===== config.mk =====
export PLATFORM = sky130hd
export DESIGN_NAME = multi_keyword_ci_scanner_unit
export DESIGN_NICKNAME = d
export VERILOG_FILES = /design/src/hw/rtl/mkcs_pkg.sv /design/src/hw/rtl/multi_keyword_ci_scanner_unit.sv /design/src/hw/rtl/mkcs_needle_bank.sv
export VERILOG_INCLUDE_DIRS = /design/src /design/src/hw/rtl
export SDC_FILE = /design/constraint.sdc
export NUM_CORES = 1
export LEC_CHECK = 0
export CAP_MARGIN = 10
export CORE_MARGIN = 4
export CORE_UTILIZATION = 25
export CTS_CLUSTER_SIZE = 14
export DETAILED_ROUTE_END_ITERATION = 8
export DONT_BUFFER_PORTS = 1
export PLACE_DENSITY = 0.47
export SLEW_MARGIN = 20
export SYNTH_ARGS = -nofsm -noshare
export SYNTH_HDL_FRONTEND = slang
export SYNTH_HIERARCHICAL = 1
export SYNTH_SLANG_ARGS = --single-unit

===== constraint.sdc =====
create_clock -name clk -period 5.9 [get_ports clk]
set_clock_uncertainty 0.15 [all_clocks]
set_input_delay 0.885 -clock clk [delete_from_list [all_inputs] [get_ports clk]]
set_output_delay 0.885 -clock clk [all_outputs]
set_load 0.05 [all_outputs]

===== src/hw/rtl/assert_macros.svh =====
// assertion macros shared by the scanner rtl
`ifndef ASSERT_MACROS_SVH
`define ASSERT_MACROS_SVH

// implication checked on the same edge, disabled during reset
`define MKCS_ASSERT_SAME(lbl, ante, cons, msg) \
    lbl: assert property (@(posedge clk) disable iff (!rst_n) (ante) |-> (cons)) \
        else $error(msg);

// implication checked on the following edge, disabled during reset
`define MKCS_ASSERT_NEXT(lbl, ante, cons, msg) \
    lbl: assert property (@(posedge clk) disable iff (!rst_n) (ante) |=> (cons)) \
        else $error(msg);

`endif


===== src/hw/rtl/mkcs_pkg.sv =====
// shared constants, types and needle tables of the keyword scanner
`default_nettype none

package mkcs_pkg;

    // window of compared bytes: current byte plus history
    localparam int unsigned WINDOW_BYTES = 28;
    localparam int unsigned HIST_DEPTH   = WINDOW_BYTES - 1;

    // needle sets
    localparam int unsigned SET_NUM      = 2;
    localparam int unsigned SET_SLOTS    = 8;
    localparam int unsigned NEEDLE_COUNT = 8;
    localparam int unsigned NEEDLES_USED =
        (NEEDLE_COUNT < SET_SLOTS) ? NEEDLE_COUNT : SET_SLOTS;

    // configuration port
    localparam int unsigned PADDR_W = 3;
    localparam int unsigned PDATA_W = 32;
    localparam logic        REG_PATTERN_SET = 1'b0;

    typedef logic [7:0]                text_byte_t;
    typedef logic [8*WINDOW_BYTES-1:0] window_t;

    // needle text, last character in the low byte, zero padded above
    localparam window_t NEEDLE_TEXT [SET_NUM][SET_SLOTS] = '{
        '{
            window_t'("ignore previous instructions"),
            window_t'("ignore all previous"),
            window_t'("developer message"),
            window_t'("system prompt"),
            window_t'("reveal hidden"),
            window_t'("exfiltrate"),
            window_t'("disable safety"),
            window_t'("bypass policy")
        },
        '{
            window_t'("authorization:"),
            window_t'("api_key"),
            window_t'("secret="),
            window_t'("token="),
            window_t'("password="),
            window_t'("begin private key"),
            window_t'("sk-"),
            window_t'(0)
        }
    };

    // needle lengths in bytes, zero marks an empty slot
    localparam int unsigned NEEDLE_SIZE [SET_NUM][SET_SLOTS] = '{
        '{28, 19, 17, 13, 13, 10, 14, 13},
        '{14,  7,  7,  6,  9, 17,  3,  0}
    };

    // byte mask covering the low len bytes of the window
    function automatic window_t needle_mask(input int unsigned len);
        window_t ones;
        ones = '1;
        return ~(ones << (8 * len));
    endfunction

endpackage

`default_nettype wire


===== src/hw/rtl/multi_keyword_ci_scanner_unit.sv =====
// top level of the case-insensitive multi-keyword text scanner
`default_nettype none

// Scans a text one byte per item and reports, on the item that carries
// end_of_text, whether any needle of the selected set (pattern_set: 0 for
// injection phrases, 1 for leak keywords) occurred anywhere in the text.
// Only A-Z are folded to lower case. One byte is taken every cycle while
// in_stall is low: an input register holds the folded byte, and from there
// the needle bank compares it with the 27-byte history in parallel, shifts
// the history or, for the last byte, clears it and loads the result register.
// A result is thus loaded into the result register once its last byte
// leaves the input register. Bytes that are not the last cause no
// result. The input stalls only when a last byte waits for a result
// register that is still held by out_stall.
// pattern_set is written over the APB port at byte address 0.

`include "assert_macros.svh"

module multi_keyword_ci_scanner_unit (
    input  wire logic                         clk,
    input  wire logic                         rst_n,
    // configuration port
    input  wire logic                         psel,
    input  wire logic                         penable,
    input  wire logic                         pwrite,
    input  wire logic [mkcs_pkg::PADDR_W-1:0] paddr,
    input  wire logic [mkcs_pkg::PDATA_W-1:0] pwdata,
    output logic      [mkcs_pkg::PDATA_W-1:0] prdata,
    output logic                              pready,
    // input channel
    input  wire logic                         in_valid,
    output logic                              in_stall,
    input  wire logic [7:0]                   text_byte,
    input  wire logic                         end_of_text,
    // output channel
    output logic                              out_valid,
    input  wire logic                         out_stall,
    output logic                              keyword_found
);

    // lower-case fold of A-Z only
    function automatic mkcs_pkg::text_byte_t fold_byte(input mkcs_pkg::text_byte_t c);
        if (c >= 8'h41 && c <= 8'h5a)
        begin
            return c + 8'h20;
        end
        return c;
    endfunction

    logic                        pattern_set_reg;
    logic                        pattern_set_next;
    logic                        cfg_write;
    logic                        cfg_index;

    logic                        s1_valid_reg;
    logic                        s1_valid_next;
    mkcs_pkg::text_byte_t        s1_byte_reg;
    logic                        s1_eot_reg;
    logic                        s1_go;
    logic                        in_accept;

    mkcs_pkg::text_byte_t        hist_reg [mkcs_pkg::HIST_DEPTH];
    mkcs_pkg::text_byte_t        hist_next [mkcs_pkg::HIST_DEPTH];
    logic                        hit_reg;
    logic                        hit_next;

    mkcs_pkg::window_t           window;
    logic                        any_hit;

    logic                        out_valid_reg;
    logic                        out_valid_next;
    logic                        out_found_reg;
    logic                        out_free;

    // configuration register access
    assign pready    = 1'b1;
    assign cfg_write = psel && penable && pwrite;
    assign cfg_index = paddr[mkcs_pkg::PADDR_W-1];

    always_comb
    begin
        pattern_set_next = pattern_set_reg;
        if (cfg_write && cfg_index == mkcs_pkg::REG_PATTERN_SET)
        begin
            pattern_set_next = pwdata[0];
        end
    end

    always_comb
    begin
        prdata = '0;
        if (cfg_index == mkcs_pkg::REG_PATTERN_SET)
        begin
            prdata[0] = pattern_set_reg;
        end
    end

    always_ff @(posedge clk or negedge rst_n)
    begin
        if (!rst_n)
        begin
            pattern_set_reg <= 1'b0;
        end
        else
        begin
            pattern_set_reg <= pattern_set_next;
        end
    end

    // flow control: a last byte needs a free result register
    assign out_free  = !out_valid_reg || !out_stall;
    assign s1_go     = s1_valid_reg && (!s1_eot_reg || out_free);
    assign in_stall  = s1_valid_reg && !s1_go;
    assign in_accept = in_valid && !in_stall;

    // input register
    always_comb
    begin
        s1_valid_next = s1_valid_reg;
        if (in_accept)
        begin
            s1_valid_next = 1'b1;
        end
        else if (s1_go)
        begin
            s1_valid_next = 1'b0;
        end
    end

    always_ff @(posedge clk or negedge rst_n)
    begin
        if (!rst_n)
        begin
            s1_valid_reg <= 1'b0;
        end
        else
        begin
            s1_valid_reg <= s1_valid_next;
        end
    end

    always_ff @(posedge clk)
    begin
        if (in_accept)
        begin
            s1_byte_reg <= fold_byte(text_byte);
            s1_eot_reg  <= end_of_text;
        end
    end

    // window: current byte low, history above it
    always_comb
    begin
        window[7:0] = s1_byte_reg;
        for (int k = 0; k < mkcs_pkg::HIST_DEPTH; k++)
        begin
            window[8*(k+1) +: 8] = hist_reg[k];
        end
    end

    mkcs_needle_bank u_needle_bank (
        .window      (window),
        .pattern_set (pattern_set_reg),
        .any_hit     (any_hit)
    );

    // history shift and sticky hit, cleared after the last byte
    always_comb
    begin
        hist_next = hist_reg;
        hit_next  = hit_reg;
        if (s1_go)
        begin
            if (s1_eot_reg)
            begin
                for (int k = 0; k < mkcs_pkg::HIST_DEPTH; k++)
                begin
                    hist_next[k] = '0;
                end
                hit_next = 1'b0;
            end
            else
            begin
                hist_next[0] = s1_byte_reg;
                for (int k = 1; k < mkcs_pkg::HIST_DEPTH; k++)
                begin
                    hist_next[k] = hist_reg[k-1];
                end
                hit_next = hit_reg || any_hit;
            end
        end
    end

    always_ff @(posedge clk or negedge rst_n)
    begin
        if (!rst_n)
        begin
            for (int k = 0; k < mkcs_pkg::HIST_DEPTH; k++)
            begin
                hist_reg[k] <= '0;
            end
            hit_reg <= 1'b0;
        end
        else
        begin
            hist_reg <= hist_next;
            hit_reg  <= hit_next;
        end
    end

    // result register
    always_comb
    begin
        out_valid_next = out_valid_reg;
        if (s1_go && s1_eot_reg)
        begin
            out_valid_next = 1'b1;
        end
        else if (!out_stall)
        begin
            out_valid_next = 1'b0;
        end
    end

    always_ff @(posedge clk or negedge rst_n)
    begin
        if (!rst_n)
        begin
            out_valid_reg <= 1'b0;
        end
        else
        begin
            out_valid_reg <= out_valid_next;
        end
    end

    always_ff @(posedge clk)
    begin
        if (s1_go && s1_eot_reg)
        begin
            out_found_reg <= hit_reg || any_hit;
        end
    end

    assign out_valid     = out_valid_reg;
    assign keyword_found = out_found_reg;

    // checks
    `MKCS_ASSERT_SAME(a_stall_only_on_blocked_end,
        in_stall,
        s1_valid_reg && s1_eot_reg && out_valid_reg && out_stall,
        "input stalled without a blocked last item")
    `MKCS_ASSERT_NEXT(a_clear_after_end,
        s1_go && s1_eot_reg,
        !hit_reg && hist_reg[0] == '0,
        "history or hit flag not cleared after the last item")
    `MKCS_ASSERT_NEXT(a_sticky_hit_reported,
        s1_go && s1_eot_reg && hit_reg,
        out_valid_reg && out_found_reg,
        "recorded hit not reported at end of text")

endmodule

`default_nettype wire


===== src/hw/rtl/mkcs_needle_bank.sv =====
// parallel compare of the byte window against both needle sets
`default_nettype none

module mkcs_needle_bank (
    input  wire mkcs_pkg::window_t window,
    input  wire logic              pattern_set,
    output logic                   any_hit
);

    logic [mkcs_pkg::SET_NUM-1:0] set_hit;

    // one masked compare per needle, or-reduced per set
    always_comb
    begin
        set_hit = '0;
        for (int s = 0; s < mkcs_pkg::SET_NUM; s++)
        begin
            for (int i = 0; i < mkcs_pkg::NEEDLES_USED; i++)
            begin
                if (mkcs_pkg::NEEDLE_SIZE[s][i] != 0 &&
                    mkcs_pkg::NEEDLE_SIZE[s][i] <= mkcs_pkg::WINDOW_BYTES &&
                    ((window ^ mkcs_pkg::NEEDLE_TEXT[s][i]) &
                     mkcs_pkg::needle_mask(mkcs_pkg::NEEDLE_SIZE[s][i])) == '0)
                begin
                    set_hit[s] = 1'b1;
                end
            end
        end
    end

    // pick the selected set
    assign any_hit = set_hit[pattern_set];

endmodule

`default_nettype wire

Word level (Yosys, flattened, before mapping) --
Index checks and enable logic that the tools add are counted.
Storage, ports and cells: register bits after elaboration 230, input bits 51, output and inout bits 36, word-level logic and storage cells 115
Cells by class: $add $sub $neg 1, order comparisons 3, equality and inequality tests 1, multiplexer cells 28, bitwise logic cells 16, reduce and logical (&&, ||, !) cells 32
Operator list (count):
- zero test 224 bit | 15
- 2-to-1 mux 216 bit | 1
- inverter 121 bit | 1
- inverter 77 bit | 1
- inverter 69 bit | 1
- inverter 64 bit | 1
- inverter 30 bit | 2
- inverter 60 bit | 1
- inverter 54 bit | 1
- inverter 52 bit | 1
- inverter 51 bit | 1
- inverter 47 bit | 1
- inverter 40 bit | 1
- inverter 39 bit | 1
- inverter 29 bit | 1
- 2-to-1 mux 1 bit | 25
- 2-to-1 mux 8 bit | 2
- inverter 14 bit | 1
- adder 8 x 6 -> 8 bit, second input constant | 1
- >= comparator 8 x 7 -> 1 bit, second input constant | 1
- <= comparator 8 x 7 -> 1 bit, second input constant | 1
- logical AND 1 bit | 8
- zero test 1 bit | 5
- logical OR 1 bit | 3
- 4 further kinds | 4

Logic depth before layout (Yosys ltp) --
Gate-level depths: netlist (run 1).
depth in word-level cells 14, depth in mapped cells 9, gate-level depth less buffers 9

Modules after synthesis --
The synthesis (run 1) kept the hierarchy.
Modules (own cells, without submodules):
- multi_keyword_ci_scanner_unit | times used 1, cells each 553, area an instance 8399.3 um2
- mkcs_needle_bank | times used 1, cells each 330, area an instance 2165.8 um2

Worst setup path before layout (run 1) --
OpenSTA, ideal clock, no wires.
path type input -> output, start input paddr[2] (netlist name), end output prdata[0] (netlist name), arrival time 1.574 ns, required time 4.865 ns, slack 3.291 ns, cell stages on the path 1, path buffers 0, cell sequence nor2b_1
Between the ends: word-level cells in the longest chain between the ends 1
Ends and longest elaborated chain:
- from (decl) | line multi_keyword_ci_scanner_unit.sv:26 | input wire logic [mkcs_pkg::PADDR_W-1:0] paddr,
- 2-to-1 mux 1 bit | line multi_keyword_ci_scanner_unit.sv:92 | if (cfg_index == mkcs_pkg::REG_PATTERN_SET)
- to (decl) | line multi_keyword_ci_scanner_unit.sv:28 | output logic [mkcs_pkg::PDATA_W-1:0] prdata,
No other way between the ends.

Final worst setup path (run 1) --
start register hist_reg[12] (netlist name), end register hit_reg
Between the ends: word-level cells in the longest chain between the ends 13
Ends and longest elaborated chain:
- from (decl) | line multi_keyword_ci_scanner_unit.sv:62 | mkcs_pkg::text_byte_t hist_reg [mkcs_pkg::HIST_DEPTH];
- from (signal assigned) | line multi_keyword_ci_scanner_unit.sv:206 | hist_reg <= hist_next;
- zero test 224 bit | line mkcs_needle_bank.sv:22 | ((window ^ mkcs_pkg::NEEDLE_TEXT[s][i]) &
- 2-to-1 mux 1 bit (8 in a row) | line mkcs_needle_bank.sv:20 | if (mkcs_pkg::NEEDLE_SIZE[s][i] != 0 &&
- 2-to-1 mux 1 bit (not written as such) (2 in a row) | line mkcs_needle_bank.sv:32 | assign any_hit = set_hit[pattern_set];
- net any_hit | line multi_keyword_ci_scanner_unit.sv:68 | logic any_hit;
- logical OR 1 bit | line multi_keyword_ci_scanner_unit.sv:189 | hit_next = hit_reg || any_hit;
- 2-to-1 mux 1 bit | line multi_keyword_ci_scanner_unit.sv:174 | if (s1_eot_reg)
- to (signal assigned) | line multi_keyword_ci_scanner_unit.sv:207 | hit_reg <= hit_next;
- to (decl) | line multi_keyword_ci_scanner_unit.sv:64 | logic hit_reg;
The timed path passes the listed nets, and every way through them passes these cells. The select of a mux whose other input is x is not followed. A chain may end at the register's enable or synchronous reset.

==> results of run 1 <==
## metrics by stage
step,hold slack (ns),utilization [%]
finish,-0.108,28.2
detailed placement,0.345,26.0
global placement,0.340,26.0
CTS,-0.138,28.2
global route,-0.137,28.2
floorplan,0.314,-
## cells by family after synthesis
group / after synthesis
DFF: 230
buffers and inverters: 83
and+or+nand+nor: 332
adders and majority gates: 1
other: 2
muxes: 1
AOI/OAI and AO/OA: 234
## cell usage in the layout, fill, tap and decap left out, drive strengths merged, types with 2 or more instances in the layout
cell and n:
bufinv 3, or4 8, nor4b 16, nor3 22, nor2b 16, dfrtp 220
and4b 11, nand3b 6, nand4 40, o31ai 2, or3 3, inv 4
nor4 24, nand4b 15, a22o 217, a21oi 3, and2 2, and4 3
nor4bb 21, nor2 31, and3 7, edfxtp 10, nand2b 4, clkbuf 39
clkinv 5, and3b 9, nor3b 14, nand4bb 4, o22ai 2, o41ai 2
nand2 35, nand3 34, buf 3, conb 32, and4bb 3
## final cells by class
cell class | instances | area share (%)
flip-flops and latches | 230 | 49.2
well taps | 539 | 5.71
repair buffers | 3 | 0.297
inverters | 4 | 0.127
multi-input cells | 600 | 36.9
clock inverters | 8 | 1.07
clock buffers | 39 | 6.69
## worst reg2reg max path: stages, from the launching register on
cell and delay (ns):
dfrtp_1 0.40, nor4bb_1 0.80, nand4b_1 0.35, nor4_1 0.36, nand4_1 0.23, o41ai_2 0.39, nand4_1 0.25, a21oi_1 0.39
or2_2 0.19, o21a_1 0.11
## synthesized netlist by cell type (4+ instances only)
cell type    n  area, µm²
dfrtp_1    220       5510
a22o_1     217       1900
buf_4       47        353
nand4_1     40        250
nand2_1     34        128
nand3_1     34        170
buf_2       31        155
nor2_1      31        116
nor4_1      23        144
nor3_1      22        110
nor4bb_1    21        210
nor2b_1     16        100
nor4b_1     16        140
nand4b_1    15        131
nor3b_1     14        105
and4b_1     11        110
edfxtp_1    10        300
and3b_1      9       78.8
or4_1        8       60.1
and3_1       7       43.8
nand3b_1     6       45.0
inv_1        4       15.0
nand2b_1     4       25.0
nand4bb_1    4       45.0
## worst max-delay path by stage
stage / depth (start not counted) / start / endpoint
after floorplan: 1 / paddr[2] / prdata[0]
after detailed placement: 9 / hist_reg[12]$_DFFE_PN0P_ / hit_reg$_DFFE_PN0P_
final: 9 / hist_reg[12]$_DFFE_PN0P_ / hit_reg$_DFFE_PN0P_
after CTS: 9 / hist_reg[12]$_DFFE_PN0P_ / hit_reg$_DFFE_PN0P_
after global placement: 9 / hist_reg[12]$_DFFE_PN0P_ / hit_reg$_DFFE_PN0P_
after global routing: 9 / hist_reg[12]$_DFFE_PN0P_ / hit_reg$_DFFE_PN0P_
## power groups by stage
| stage | Clock [W] | Sequential, W | Combinational [W] |
|---|---|---|---|
| after floorplan | 0 | 0.00169 | 0.000192 |
| after global placement | 0 | 0.00172 | 0.000201 |
| after detailed placement | 0 | 0.00172 | 0.000201 |
| after CTS | 0.00176 | 0.00169 | 0.000201 |
| after global routing | 0.00183 | 0.00169 | 0.000215 |
| final | 0.00171 | 0.00169 | 0.000202 |
## per-layer routing
metal / global-route usage [%] / routed length (µm) / up-vias
met5: 0 / 0 / -
met4: 4.15 / 1040 / 0
met3: 2.57 / 1730 / 68
met2: 21.3 / 14700 / 211
met1: 21.7 / 16100 / 4072
li1: - / - / 3451
==> results.sh, run 1 <==
export IMPL_multi_input_area_mm2=0.00436
export IMPL_place_inst=1376
export IMPL_portBuffers=0
export IMPL_viasPerCell=5.48
export IMPL_fin_cells=1423
export IMPL_synth_seq_cells=230
export IMPL_die_h_um=214
export IMPL_rr_worst_depth=9
export IMPL_reg2reg_slack_ns=2.21
export IMPL_postCtsSetupRepairBufs=0
export IMPL_switching_share_pct=24.4
export IMPL_yosysSeqAreaShare_pct=55.0
export IMPL_power_density_mw_per_mm2=305
export IMPL_setup_viol=0
export IMPL_failed_checks="hold timing"
export IMPL_ir_drop_mv=0.209
export IMPL_dr_pass1_iters=5
export IMPL_timing_final_ws_setup_ns=2.21
export IMPL_routedWlPerCell_um=23.6
export IMPL_combPwrFrac_pct=5.6
export IMPL_power_internal_w=0.00272
export IMPL_slew_viol_final=0
export IMPL_finalSetupTns_ns=0
export IMPL_antenna_found_initial=0
export IMPL_drtIter0Drc=782
export IMPL_synth_warnings=6
export IMPL_vias=7802
export IMPL_cts_sinks=230
export IMPL_crit_buf_inv=0
export IMPL_grt_use_total_pct=14.4
export IMPL_p_switching_w=0.000879
export IMPL_clk_pin_slew_ns=0.06
export IMPL_drc_errors=0
export IMPL_crit_arrival_ns=4.01
export IMPL_pin_count=87
export IMPL_cts_root_buffer_cell="clkbuf_16"
export IMPL_grt_max_degree=221
export IMPL_power_leakage_nw=4.94
export IMPL_holdWs_ns=-0.108
export IMPL_worstPathRequired_ns=6.22
export IMPL_synthSimpleGateAreaFrac_pct=20.5
export IMPL_critPathLaunchType="flop"
export IMPL_fp_dieArea_mm2=0.0456
export IMPL_rsz0062_at_grt="false"
export IMPL_clockPowerShare_pct=47.5
export IMPL_drv_cap=0
export IMPL_yosys_most_used_dff="dfrtp_1"
export IMPL_relSlewSlack_pct=22.0
export IMPL_r2r_end="hit_reg$_DFFE_PN0P_"
export IMPL_synth_mux_area_share_pct=0.107
export IMPL_rr_startpoint="hist_reg[12]$_DFFE_PN0P_"
export IMPL_crit_fanout=3
export IMPL_core_mm2=0.0419
export IMPL_min_period_ns=3.69
export IMPL_postPlaceCellArea_mm2=0.0109
export IMPL_grt_pass1_vias=7710
export IMPL_cp_slowest_stage_delay_ns=0.80
export IMPL_clock_path_buffers=3
export IMPL_max_freq_mhz=271
export IMPL_post_route_period_util_pct=62.5
export IMPL_synth_compound_area_share_pct=19.2
export IMPL_crit_slowest_cell="nor4bb_1"
export IMPL_fillers=4353
export IMPL_ant_nets=0
export IMPL_synthCells=883
export IMPL_cpLargestDelayFamily="simple AND/OR/NAND/NOR gates"
export IMPL_crit_path_frequent_cell="nand4_1"
export IMPL_die_w_um=214
export IMPL_hold_viol=220
export IMPL_async_reset_ff_share_pct=95.7
export IMPL_gp_congestion=0.920
export IMPL_n_antenna_cell=0
export IMPL_rows=75
export IMPL_drive_gt1_share_pct=6.45
export IMPL_pre_cts_ws_ns=2.25
export IMPL_numCtsBuffers=26
export IMPL_grt_pass1_wl_mm=51.1
export IMPL_synth_edf_count=10
export IMPL_post_cts_resized=0
export IMPL_clock_latency_ns=0.54
export IMPL_status="complete, but fails checks"
export IMPL_area_delta_synth_final_pct=11.7
export IMPL_power_w=0.00360
export IMPL_syn_cell_area_mm2=0.0106
export IMPL_hold_class="input port to async pin"
export IMPL_seqCellArea_mm2=0.00581
export IMPL_nets=917
export IMPL_postLayoutCellArea_mm2=0.0118
export IMPL_cts_max_level=1
export IMPL_worst_setup_path_end_kind="flop"
export IMPL_largest_register_ffs=216
export IMPL_initial_core_util_pct=25.2
export IMPL_seqPwrFrac_pct=46.9
export IMPL_routed_wl_mm=33.6
export IMPL_worst_pin_slew_ns=1.17
export IMPL_ys_types=51
export IMPL_syn_area_per_cell_um2=12.0
export IMPL_crit_chain="nor4bb_1 -> nand4b_1 -> nor4_1 -> nand4_1 -> o41ai_2 -> nand4_1 -> a21oi_1 -> or2_2 -> o21a_1"
export IMPL_synthXorXnorAreaFrac_pct=0
export IMPL_dp_final_hpwl_mm=22.3
export IMPL_critPathKind="flop to flop"
export IMPL_tritoncts="done"
export IMPL_synth_fa_ha_area_share_pct=0.118
export IMPL_overflow=0
export IMPL_synth_top_family_by_area="simple AND/OR/NAND/NOR gates"
No activity file was read; power rests on OpenSTA's default activity.
==> run 2: changes to the inputs <==
==> constraint.sdc (replaced) <==
create_clock -name clk -period 3.85 [get_ports clk]
set_clock_uncertainty 0.15 [all_clocks]
set_input_delay 0.5775 -clock clk [delete_from_list [all_inputs] [get_ports clk]]
set_output_delay 0.5775 -clock clk [all_outputs]
set_load 0.05 [all_outputs]
==> results.sh, run 2 (same netlist as run 1, synthesis figures left out) <==
export IMPL_grt_pass1_wl_mm=51.4
export IMPL_routed_wl_mm=33.9
export IMPL_critPathKind="flop to flop"
export IMPL_die_w_um=214
export IMPL_rows=75
export IMPL_vias=7830
export IMPL_drv_cap=0
export IMPL_grt_use_total_pct=14.5
export IMPL_fillers=4308
export IMPL_power_leakage_nw=5.08
export IMPL_clk_pin_slew_ns=0.06
export IMPL_gp_congestion=0.919
export IMPL_pre_cts_ws_ns=0.595
export IMPL_die_h_um=214
export IMPL_drive_gt1_share_pct=8.39
export IMPL_worst_setup_path_end_kind="flop"
export IMPL_final_cell_mix="dfrtp_1 (220), a22o_1 (217), nand4_1 (40), nand2_1 (34), nand3_1 (34)"
export IMPL_postPlaceCellArea_mm2=0.0111
export IMPL_grt_pass1_vias=7620
export IMPL_fp_dieArea_mm2=0.0456
export IMPL_routedWlPerCell_um=23.3
export IMPL_multi_input_area_mm2=0.00436
export IMPL_slew_viol_final=0
export IMPL_final_common_cell="dfrtp_1"
export IMPL_critPathLaunchType="flop"
export IMPL_holdWs_ns=-0.413
export IMPL_cts_max_level=1
export IMPL_grt_max_degree=221
export IMPL_max_freq_mhz=309
export IMPL_portBuffers=0
export IMPL_dr_pass1_iters=5
export IMPL_dp_final_hpwl_mm=23.4
export IMPL_post_route_period_util_pct=84.1
export IMPL_cts_sinks=230
export IMPL_min_period_ns=3.24
export IMPL_setup_viol=0
export IMPL_antenna_found_initial=0
export IMPL_cts_root_buffer_cell="clkbuf_16"
export IMPL_numCtsBuffers=27
export IMPL_pin_count=87
export IMPL_core_mm2=0.0419
export IMPL_drc_errors=0
export IMPL_viasPerCell=5.37
export IMPL_power_density_mw_per_mm2=453
export IMPL_clock_latency_ns=0.54
export IMPL_failed_checks="hold timing"
export IMPL_worstPathRequired_ns=4.18
export IMPL_timing_final_ws_setup_ns=0.612
export IMPL_initial_core_util_pct=25.2
export IMPL_area_delta_synth_final_pct=14.2
export IMPL_ant_nets=0
export IMPL_drtIter0Drc=774
export IMPL_n_antenna_cell=0
export IMPL_rsz0062_at_grt="false"
export IMPL_relSlewSlack_pct=37.8
export IMPL_ctsHoldBuffers=7
export IMPL_status="complete, but fails checks"
export IMPL_crit_fanout=8
export IMPL_post_cts_resized=0
export IMPL_seqCellArea_mm2=0.00581
export IMPL_tritoncts="done"
export IMPL_hold_viol=220
export IMPL_finalSetupTns_ns=0
export IMPL_postLayoutCellArea_mm2=0.0121
export IMPL_largest_register_ffs=216
export IMPL_clock_path_buffers=3
export IMPL_postCtsSetupRepairBufs=0
export IMPL_hold_class="input port to async pin"
export IMPL_ir_drop_mv=0.264
export IMPL_worst_pin_slew_ns=0.931
export IMPL_overflow=0
export IMPL_crit_arrival_ns=3.57
export IMPL_nets=950
[run 2: cell count changes in the layout (fill, tap and decap cells not counted), sizes merged]
cell,before,now
clkbuf,39,43
dlygate4sd3,0,7
bufinv,3,2
buf,3,28
clkinv,5,3
inv,4,5
[run 2: layout make-up]
cell class | count | share of cell area (%)
Sequential cell | 230 | 48.1
Timing Repair Buffer | 35 | 2.74
Inverter | 4 | 0.124
Clock inverter | 6 | 0.788
Multi-Input combinational cell | 600 | 36.1
Tap cell | 539 | 5.59
Clock buffer | 43 | 6.51
[run 2: final timing paths]
kind                                           start                         to  slack, ns  depth (start not counted)
max                        hist_reg[170]$_DFFE_PN0P_        hit_reg$_DFFE_PN0P_       0.61                          9
min                                            rst_n    hist_reg[7]$_DFFE_PN0P_      -0.41                          0
max reg2reg                hist_reg[170]$_DFFE_PN0P_        hit_reg$_DFFE_PN0P_       0.61                          9
min reg2reg                 hist_reg[67]$_DFFE_PN0P_   hist_reg[59]$_DFFE_PN0P_       0.35                          1
max in group asynchronous                      rst_n  hist_reg[188]$_DFFE_PN0P_       3.58                          0
min in group clk                           out_stall      out_valid$_DFFE_PN0P_       0.04                          1
[run 2: through the flow]
step,instances,utilization [%],hold WS [ns],power (W)
global placement,1401,26.6,0.141,0.00296
global route,1457,28.8,-0.441,0.00566
detailed placement,1401,26.6,0.142,0.00295
CTS,1457,28.8,-0.439,0.00554
finish,1457,28.8,-0.413,0.00546
floorplan,913,-,0.132,0.00288
[run 2: where the power goes]
group | total [W] | switching, W | internal [W]
combinational | 0.000336 | 0.000242 | 0.0000941
sequential | 0.00258 | 0.0000980 | 0.00248
clock | 0.00255 | 0.00102 | 0.00153
total | 0.00546 | 0.00136 | 0.00411
[run 2: worst max-delay path, cell delays in order (launching register included)]
cell and delay, ns:
dfrtp_1 0.50, nor2b_1 0.34, nand3_1 0.11, or3_1 0.43
or4_1 0.50, o41ai_2 0.28, nand4_1 0.26, a21oi_1 0.33
or2_2 0.17, o21a_1 0.11
[run 2: routing by layer]
metal  up-vias  track usage [%]  routed length (µm)
met5         -                0                   0
met4         0             3.97                1080
met3        55             2.25                1740
met2       215             21.3               15000
met1      4061             22.1               16100
li1       3499                -                   -
